## src/sv/mdss_pkg.sv

```systemverilog
// package: types, constants and address-map helpers of the data-space stack unit
package mdss_pkg;

  localparam logic [15:0] TOP_ADDRESS = 16'h08FF;
  localparam logic [15:0] STACK_FLOOR = 16'h0100;
  localparam int unsigned REG_COUNT   = 32;
  localparam int unsigned REG_AW      = $clog2(REG_COUNT);
  localparam int unsigned MEM_DEPTH   = int'(TOP_ADDRESS) + 1;
  localparam int unsigned MEM_AW      = $clog2(MEM_DEPTH);

  localparam logic [15:0] ADDR_SPL    = 16'h005D;
  localparam logic [15:0] ADDR_SPH    = 16'h005E;
  localparam logic [15:0] ADDR_SREG   = 16'h005F;
  localparam logic [15:0] IO_BASE     = 16'h0020;
  localparam logic [7:0]  UART_HI_LO  = 8'hC0;
  localparam logic [7:0]  UART_HI_TOP = 8'hC6;
  localparam logic [7:0]  UART_LO_LO  = 8'h29;
  localparam logic [7:0]  UART_LO_TOP = 8'h2D;
  localparam logic [7:0]  TMR_A       = 8'h35;
  localparam logic [7:0]  TMR_B_LO    = 8'h44;
  localparam logic [7:0]  TMR_B_TOP   = 8'h48;
  localparam logic [7:0]  TMR_C       = 8'h6E;

  localparam logic [1:0] PT_NONE  = 2'd0;
  localparam logic [1:0] PT_TIMER = 2'd1;
  localparam logic [1:0] PT_UART  = 2'd2;

  typedef enum logic [3:0] {
    OP_READ   = 4'd0,
    OP_WRITE  = 4'd1,
    OP_PUSH   = 4'd2,
    OP_POP    = 4'd3,
    OP_PUSHW  = 4'd4,
    OP_POPW   = 4'd5,
    OP_SETBIT = 4'd6,
    OP_CLRBIT = 4'd7,
    OP_CLRF   = 4'd8
  } op_t;

  typedef enum logic [3:0] {
    ACC_NONE,
    ACC_RD,
    ACC_WR,
    ACC_PUSH_LO,
    ACC_PUSH_HI,
    ACC_POP,
    ACC_BIT_RD,
    ACC_BIT_WR,
    ACC_CLRF
  } acc_t;

  typedef enum logic [2:0] {
    ST_CLEAR,
    ST_IDLE,
    ST_FIRST,
    ST_TAKE1,
    ST_SECOND,
    ST_TAKE2,
    ST_DONE
  } st_t;

  typedef struct packed {
    logic clear;
    logic cap;
    acc_t acc;
    logic take;
    logic load;
  } ctl_cmd_t;

  typedef struct packed {
    logic [3:0] op;
    logic       clr_done;
    logic       out_free;
  } ctl_sts_t;

  function automatic logic [1:0] periph_tgt(input logic [15:0] a);
    logic [1:0] t;
    t = PT_NONE;
    if (a[15:8] == 8'h00) begin
      if (a[7:0] == TMR_A || (a[7:0] >= TMR_B_LO && a[7:0] <= TMR_B_TOP) || a[7:0] == TMR_C) begin
        t = PT_TIMER;
      end else if ((a[7:0] >= UART_HI_LO && a[7:0] <= UART_HI_TOP) ||
                   (a[7:0] >= UART_LO_LO && a[7:0] <= UART_LO_TOP)) begin
        t = PT_UART;
      end
    end
    return t;
  endfunction

  function automatic logic [7:0] periph_off(input logic [15:0] a);
    logic [7:0] o;
    if (a[7:0] >= UART_HI_LO) begin
      o = a[7:0] - UART_HI_LO;
    end else begin
      o = a[7:0] - IO_BASE[7:0];
    end
    return o;
  endfunction

endpackage

```

## src/sv/mdss_ctrl.sv

```systemverilog
// controller: sequences the memory clear and the byte accesses of each transaction
module mdss_ctrl (
  input  logic               clk,
  input  logic               rst_n,
  input  logic               in_valid,
  output logic               in_stall,
  input  mdss_pkg::ctl_sts_t sts,
  output mdss_pkg::ctl_cmd_t cmd
);
  import mdss_pkg::*;

  st_t state_r, state_nxt;

  always_ff @(posedge clk) begin
    if (!rst_n) begin
      state_r <= ST_CLEAR;
    end else begin
      state_r <= state_nxt;
    end
  end

  always_comb begin
    state_nxt = state_r;
    case (state_r)
      ST_CLEAR: begin
        if (sts.clr_done) state_nxt = ST_IDLE;
      end
      ST_IDLE: begin
        if (in_valid) state_nxt = ST_FIRST;
      end
      ST_FIRST: begin
        case (sts.op)
          OP_READ, OP_POP, OP_POPW:       state_nxt = ST_TAKE1;
          OP_PUSHW, OP_SETBIT, OP_CLRBIT: state_nxt = ST_SECOND;
          default:                        state_nxt = ST_DONE;
        endcase
      end
      ST_TAKE1: begin
        state_nxt = (sts.op == OP_POPW) ? ST_SECOND : ST_DONE;
      end
      ST_SECOND: begin
        state_nxt = (sts.op == OP_POPW) ? ST_TAKE2 : ST_DONE;
      end
      ST_TAKE2: begin
        state_nxt = ST_DONE;
      end
      ST_DONE: begin
        if (sts.out_free) state_nxt = ST_IDLE;
      end
      default: state_nxt = ST_CLEAR;
    endcase
  end

  always_comb begin
    cmd      = '0;
    cmd.acc  = ACC_NONE;
    in_stall = 1'b1;
    case (state_r)
      ST_CLEAR: begin
        cmd.clear = 1'b1;
      end
      ST_IDLE: begin
        in_stall = 1'b0;
        cmd.cap  = in_valid;
      end
      ST_FIRST: begin
        case (sts.op)
          OP_READ:             cmd.acc = ACC_RD;
          OP_WRITE:            cmd.acc = ACC_WR;
          OP_PUSH, OP_PUSHW:   cmd.acc = ACC_PUSH_LO;
          OP_POP, OP_POPW:     cmd.acc = ACC_POP;
          OP_SETBIT, OP_CLRBIT: cmd.acc = ACC_BIT_RD;
          OP_CLRF:             cmd.acc = ACC_CLRF;
          default:             cmd.acc = ACC_NONE;
        endcase
      end
      ST_TAKE1, ST_TAKE2: begin
        cmd.take = 1'b1;
      end
      ST_SECOND: begin
        case (sts.op)
          OP_PUSHW:             cmd.acc = ACC_PUSH_HI;
          OP_POPW:              cmd.acc = ACC_POP;
          OP_SETBIT, OP_CLRBIT: cmd.acc = ACC_BIT_WR;
          default:              cmd.acc = ACC_NONE;
        endcase
      end
      ST_DONE: begin
        cmd.load = sts.out_free;
      end
      default: begin
        cmd.acc = ACC_NONE;
      end
    endcase
  end

`ifndef SYNTHESIS
  a_load_free: assert property (@(posedge clk) disable iff (!rst_n)
    cmd.load |-> sts.out_free) else $error("result loaded into a busy output");
  a_cap_first: assert property (@(posedge clk) disable iff (!rst_n)
    cmd.cap |=> state_r == ST_FIRST) else $error("captured transaction not started");
  a_no_acc_clear: assert property (@(posedge clk) disable iff (!rst_n)
    state_r == ST_CLEAR |-> !cmd.cap && cmd.acc == ACC_NONE)
    else $error("access during memory clear");
`endif

endmodule

```

## config.mk

```make
export PLATFORM = sky130hd
export DESIGN_NAME = mdss_ctrl
export DESIGN_NICKNAME = d
export VERILOG_FILES = /design/src/sv/mdss_pkg.sv /design/src/sv/mdss_ctrl.sv
export SDC_FILE = /design/constraint.sdc
export NUM_CORES = 1
export LEC_CHECK = 0
export ABC_CLOCK_PERIOD_IN_PS = 1200
export BUFFER_PORTS_ARGS = -buffer_cell sky130_fd_sc_hd__clkbuf_2
export CAP_MARGIN = 20
export CORE_AREA = 4 4 41 43
export DETAILED_ROUTE_END_ITERATION = 10
export DIE_AREA = 0 0 45 47
export SYNTH_ARGS = -nofsm -noshare
export SYNTH_HDL_FRONTEND = slang
export SYNTH_SLANG_ARGS = --single-unit
export TNS_END_PERCENT = 5
```

## constraint.sdc

```tcl
create_clock -name clk -period 1.2 [get_ports clk]
set_input_delay 0.18 -clock clk [delete_from_list [all_inputs] [get_ports clk]]
set_output_delay 0.18 -clock clk [all_outputs]
set_load 0.01 [all_outputs]
```

==> results.py <==
metrics = {
    "timing": {
        "holdWs_ps": 249.0,
        "finalCriticalPeriod_ps": 1551,
        "hold_viol": 0,
        "rsz0062_at_grt": "true",
        "setup_tns_ps": -1656,
        "setup_viol": 10,
        "fin_crit_sh": 1.293,
        "max_clock_freq_ghz": 0.6446,
        "timing.max_slew.rel_slack": 0.7830,
        "postLayoutSetupSlackWorst_ps": -351.4,
        "fin_worst_skew_ps": 11.33,
        "timing_max_transition_violations_final": 0,
        "worstMarginPinSlew_ps": 322.6,
    },
    "global_route": {
        "first_global_vias": 602,
        "global_route.overflow_total": 0,
        "grt_first_pass_wirelength_um": 2601,
        "globalRouteTotalUtil": 0.1678,
        "grt_start_max_net_pins": 10,
        "grt_antenna_before_repair": 0,
    },
    "power_and_ir_drop": {
        "switching_power_uw": 487.3,
        "power_per_standard_cell_area_nw_per_um2": 1384,
        "comb_power_share": 0.656,
        "power.clock.fraction": 0.161,
        "totalPowerFinal_mw": 1.174,
        "cell_internal_pwr_uw": 686.3,
        "max-vdd-ir-drop_mv": 0.9474,
        "power.switching_fraction": 0.4152,
        "p_leak_nw": 0.3915,
        "power.share.sequential": 0.183,
    },
    "routing": {
        "detail_route.wl_per_cell_um": 12.23,
        "detailedRoute.firstPassIterationCount": 5,
        "uppermost_layer_routed": "met4",
        "final_routed_drc_violation_total": 0,
        "route.layer.met1.wl_um": 693,
        "detail_route.wirelength_um": 1468,
        "detailroute.via_count": 631,
        "dr_wl_met3_um": 54,
        "met2_length_um": 699,
        "final_ant_viol_nets": 0,
        "drt_iter0_markers": 19,
        "vias_per_cell": 5.258,
    },
    "synthesis": {
        "syn_nets": 82,
        "post-synth-top-count-cell": "sky130_fd_sc_hd__nand2_1",
        "netlist.top_cell.by_area": "sky130_fd_sc_hd__ha_1",
        "ys.flop_type": "sky130_fd_sc_hd__dfxtp_1",
        "netlist_area_pre_place_um2": 479.2,
        "postSynthRegisterBits": 3,
        "postSynth.asyncResetShare": 0,
        "synthTopCellsByArea": "sky130_fd_sc_hd__ha_1, sky130_fd_sc_hd__dfxtp_1, sky130_fd_sc_hd__nor3_1, sky130_fd_sc_hd__nand2_1, sky130_fd_sc_hd__nand2b_1",
        "share_of_the_yosys_chip_area_belonging_to_registers": 0.1253,
        "syn_area_per_cell_um2": 7.152,
        "synthTopCellsByCount": "sky130_fd_sc_hd__nand2_1, sky130_fd_sc_hd__ha_1, sky130_fd_sc_hd__nor3_1, sky130_fd_sc_hd__nor2_1",
        "yosysTopAreaCellShare": 0.1567,
        "number_of_library_cell_types_mapped_by_synthesis": 31,
        "netlist_instances": 67,
        "yosys_warnings": 0,
        "synth-edff-count": 0,
    },
    "critical_path": {
        "cp_data_arrival_time_ps": 1370,
        "crit_fanout": 3,
        "timing.critical_path.max_delay_family": "simple AND/OR/NAND/NOR gates",
        "worst_ep_required_time_ps": 1020,
        "critical_path.n_buffers_inverters": 1,
        "end_kind": "output pin",
        "type_of_element_launching_the_critical_path": "register",
        "timing.setup.critical_path_class": "register to output pin",
        "cp_slowest_stage_delay_ps": 370,
        "cp_slowest_cell": "sky130_fd_sc_hd__or3_4",
        "timing.critical_path.cells": "nand2b_4 > or3_4 > o22ai_4 > buf_6",
    },
    "placement": {
        "post_dp_cell_area_um2": 767.0,
        "placed_cells_incl_taps": 116,
        "post-dp-hpwl_um": 1124,
        "numPortBuffers": 17,
        "gpl.final_weighted_congestion": 0.7749,
    },
    "floorplan": {
        "die_width_um": 45,
        "die-area_um2": 2115,
        "coreArea_um2": 1301,
        "die_y_um": 47,
        "initial_utilization": 0.3683,
        "boundaryPins": 18,
        "row_count": 13,
    },
    "worst_hold_path": {
        "hold_path.class": "input port to register",
    },
    "flow_run": {
        "cap_viol_max_count": 0,
    },
    "finish": {
        "reg_top3": "state_r x3",
        "areaGrowthSynthToFinish_pct": 77.02,
        "layout.filler_cells": 117,
        "n_antenna_cell": 0,
        "max_ffs_per_register": 3,
        "final_design_area_no_fill_um2": 848.3,
        "fin_cells": 120,
        "post_route_cells_drive_above_1_share": 0.5524,
        "num-nets-final": 121,
        "top_register": "state_r",
    },
    "cts": {
        "cts.hold.buffers_added": 0,
        "tritoncts": "yes",
        "cts_sinks": 3,
        "cts_made_buffers": 3,
        "clk_path_buf_depth": 2,
        "h-tree-depth": 1,
        "clkTransAtPathRegs_ps": 40,
        "clock_insertion_delay_worst_skew_ps": 250,
        "clockRootBuffer": "sky130_fd_sc_hd__clkbuf_4",
    },
    "status": {
        "violations": "negative setup slack",
        "status": "complete, but fails checks",
    },
}
==> final timing paths <==
| kind | cells after the start | startpoint | slack, ps | to |
|---|---|---|---|---|
| max | 4 | state_r[1] | -350 | cmd[3] |
| min | 3 | in_valid | 250 | state_r[0] |
| max reg2reg | 5 | state_r[1] | -100 | state_r[1] |
| min reg2reg | 2 | state_r[0] | 670 | state_r[0] |
==> metal layers <==
metal | global-route usage | vias up
li1 | - | 321
met1 | 0.2099 | 288
met2 | 0.2768 | 16
met3 | 0.03831 | 6
met4 | 0.07018 | 0
met5 | 0 | -
==> power by group through the flow <==
stage / Combinational, mW / Sequential [mW] / Clock, mW
finish: 0.770 / 0.215 / 0.189
global route: 0.848 / 0.226 / 0.199
CTS: 0.717 / 0.198 / 0.190
detailed placement: 0.686 / 0.188 / 0
global placement: 0.676 / 0.185 / 0
floorplan: 0.457 / 0.154 / 0
==> through the flow <==
| stage | utilization | setup WS (ps) |
|---|---|---|
| 6_report | 0.6519 | -351.4 |
| 5_1_grt | 0.6519 | -398.1 |
| 4_1_cts | 0.6192 | -367.6 |
| 3_5_place_dp | 0.5894 | -222.3 |
| 3_3_place_gp | 0.5894 | -208.7 |
| 2_1_floorplan | - | -105.8 |
==> cell families after synthesis <==
group | share of synthesized area
simple gates | 0.3839
compound gates | 0.2481
buf+inv | 0.06267
fa+ha+maj | 0.1567
flops | 0.1253
mux | 0.02350
==> cell type report <==
class,count,area (um2),share of cell area
repair buffers,38,259.0,0.3053
well taps,15,18.77,0.02212
inverters,2,7.507,0.008850
flip-flops and latches,3,68.82,0.08112
multi-input cells,58,467.9,0.5516
clock buffers,4,26.28,0.03097
==> repair_timing <==
action | CTS | global route
endpoints found under the setup margin | 11 | 11
pin swaps | 2 | 1
gates resized for setup | 7 | 15
buffers inserted | 0 | 0
==> cells in the final DEF (no fill, tap or decap), types with 3 or more instances in the layout <==
master and instances:
sky130_fd_sc_hd__nor2b_1 4, sky130_fd_sc_hd__buf_4 20, sky130_fd_sc_hd__nor3_1 4, sky130_fd_sc_hd__clkbuf_2 11, sky130_fd_sc_hd__ha_1 6, sky130_fd_sc_hd__clkbuf_4 3
sky130_fd_sc_hd__nand2b_1 3, sky130_fd_sc_hd__buf_6 3, sky130_fd_sc_hd__nand2_1 6, sky130_fd_sc_hd__buf_2 4, sky130_fd_sc_hd__nor2_1 4
==> worst min-delay path, cell delays in order <==
cell and delay [ps]:
sky130_fd_sc_hd__clkbuf_2 90, sky130_fd_sc_hd__nand4b_1 120, sky130_fd_sc_hd__o41ai_2 60
Note: power is estimated with default switching activity, not from simulation.
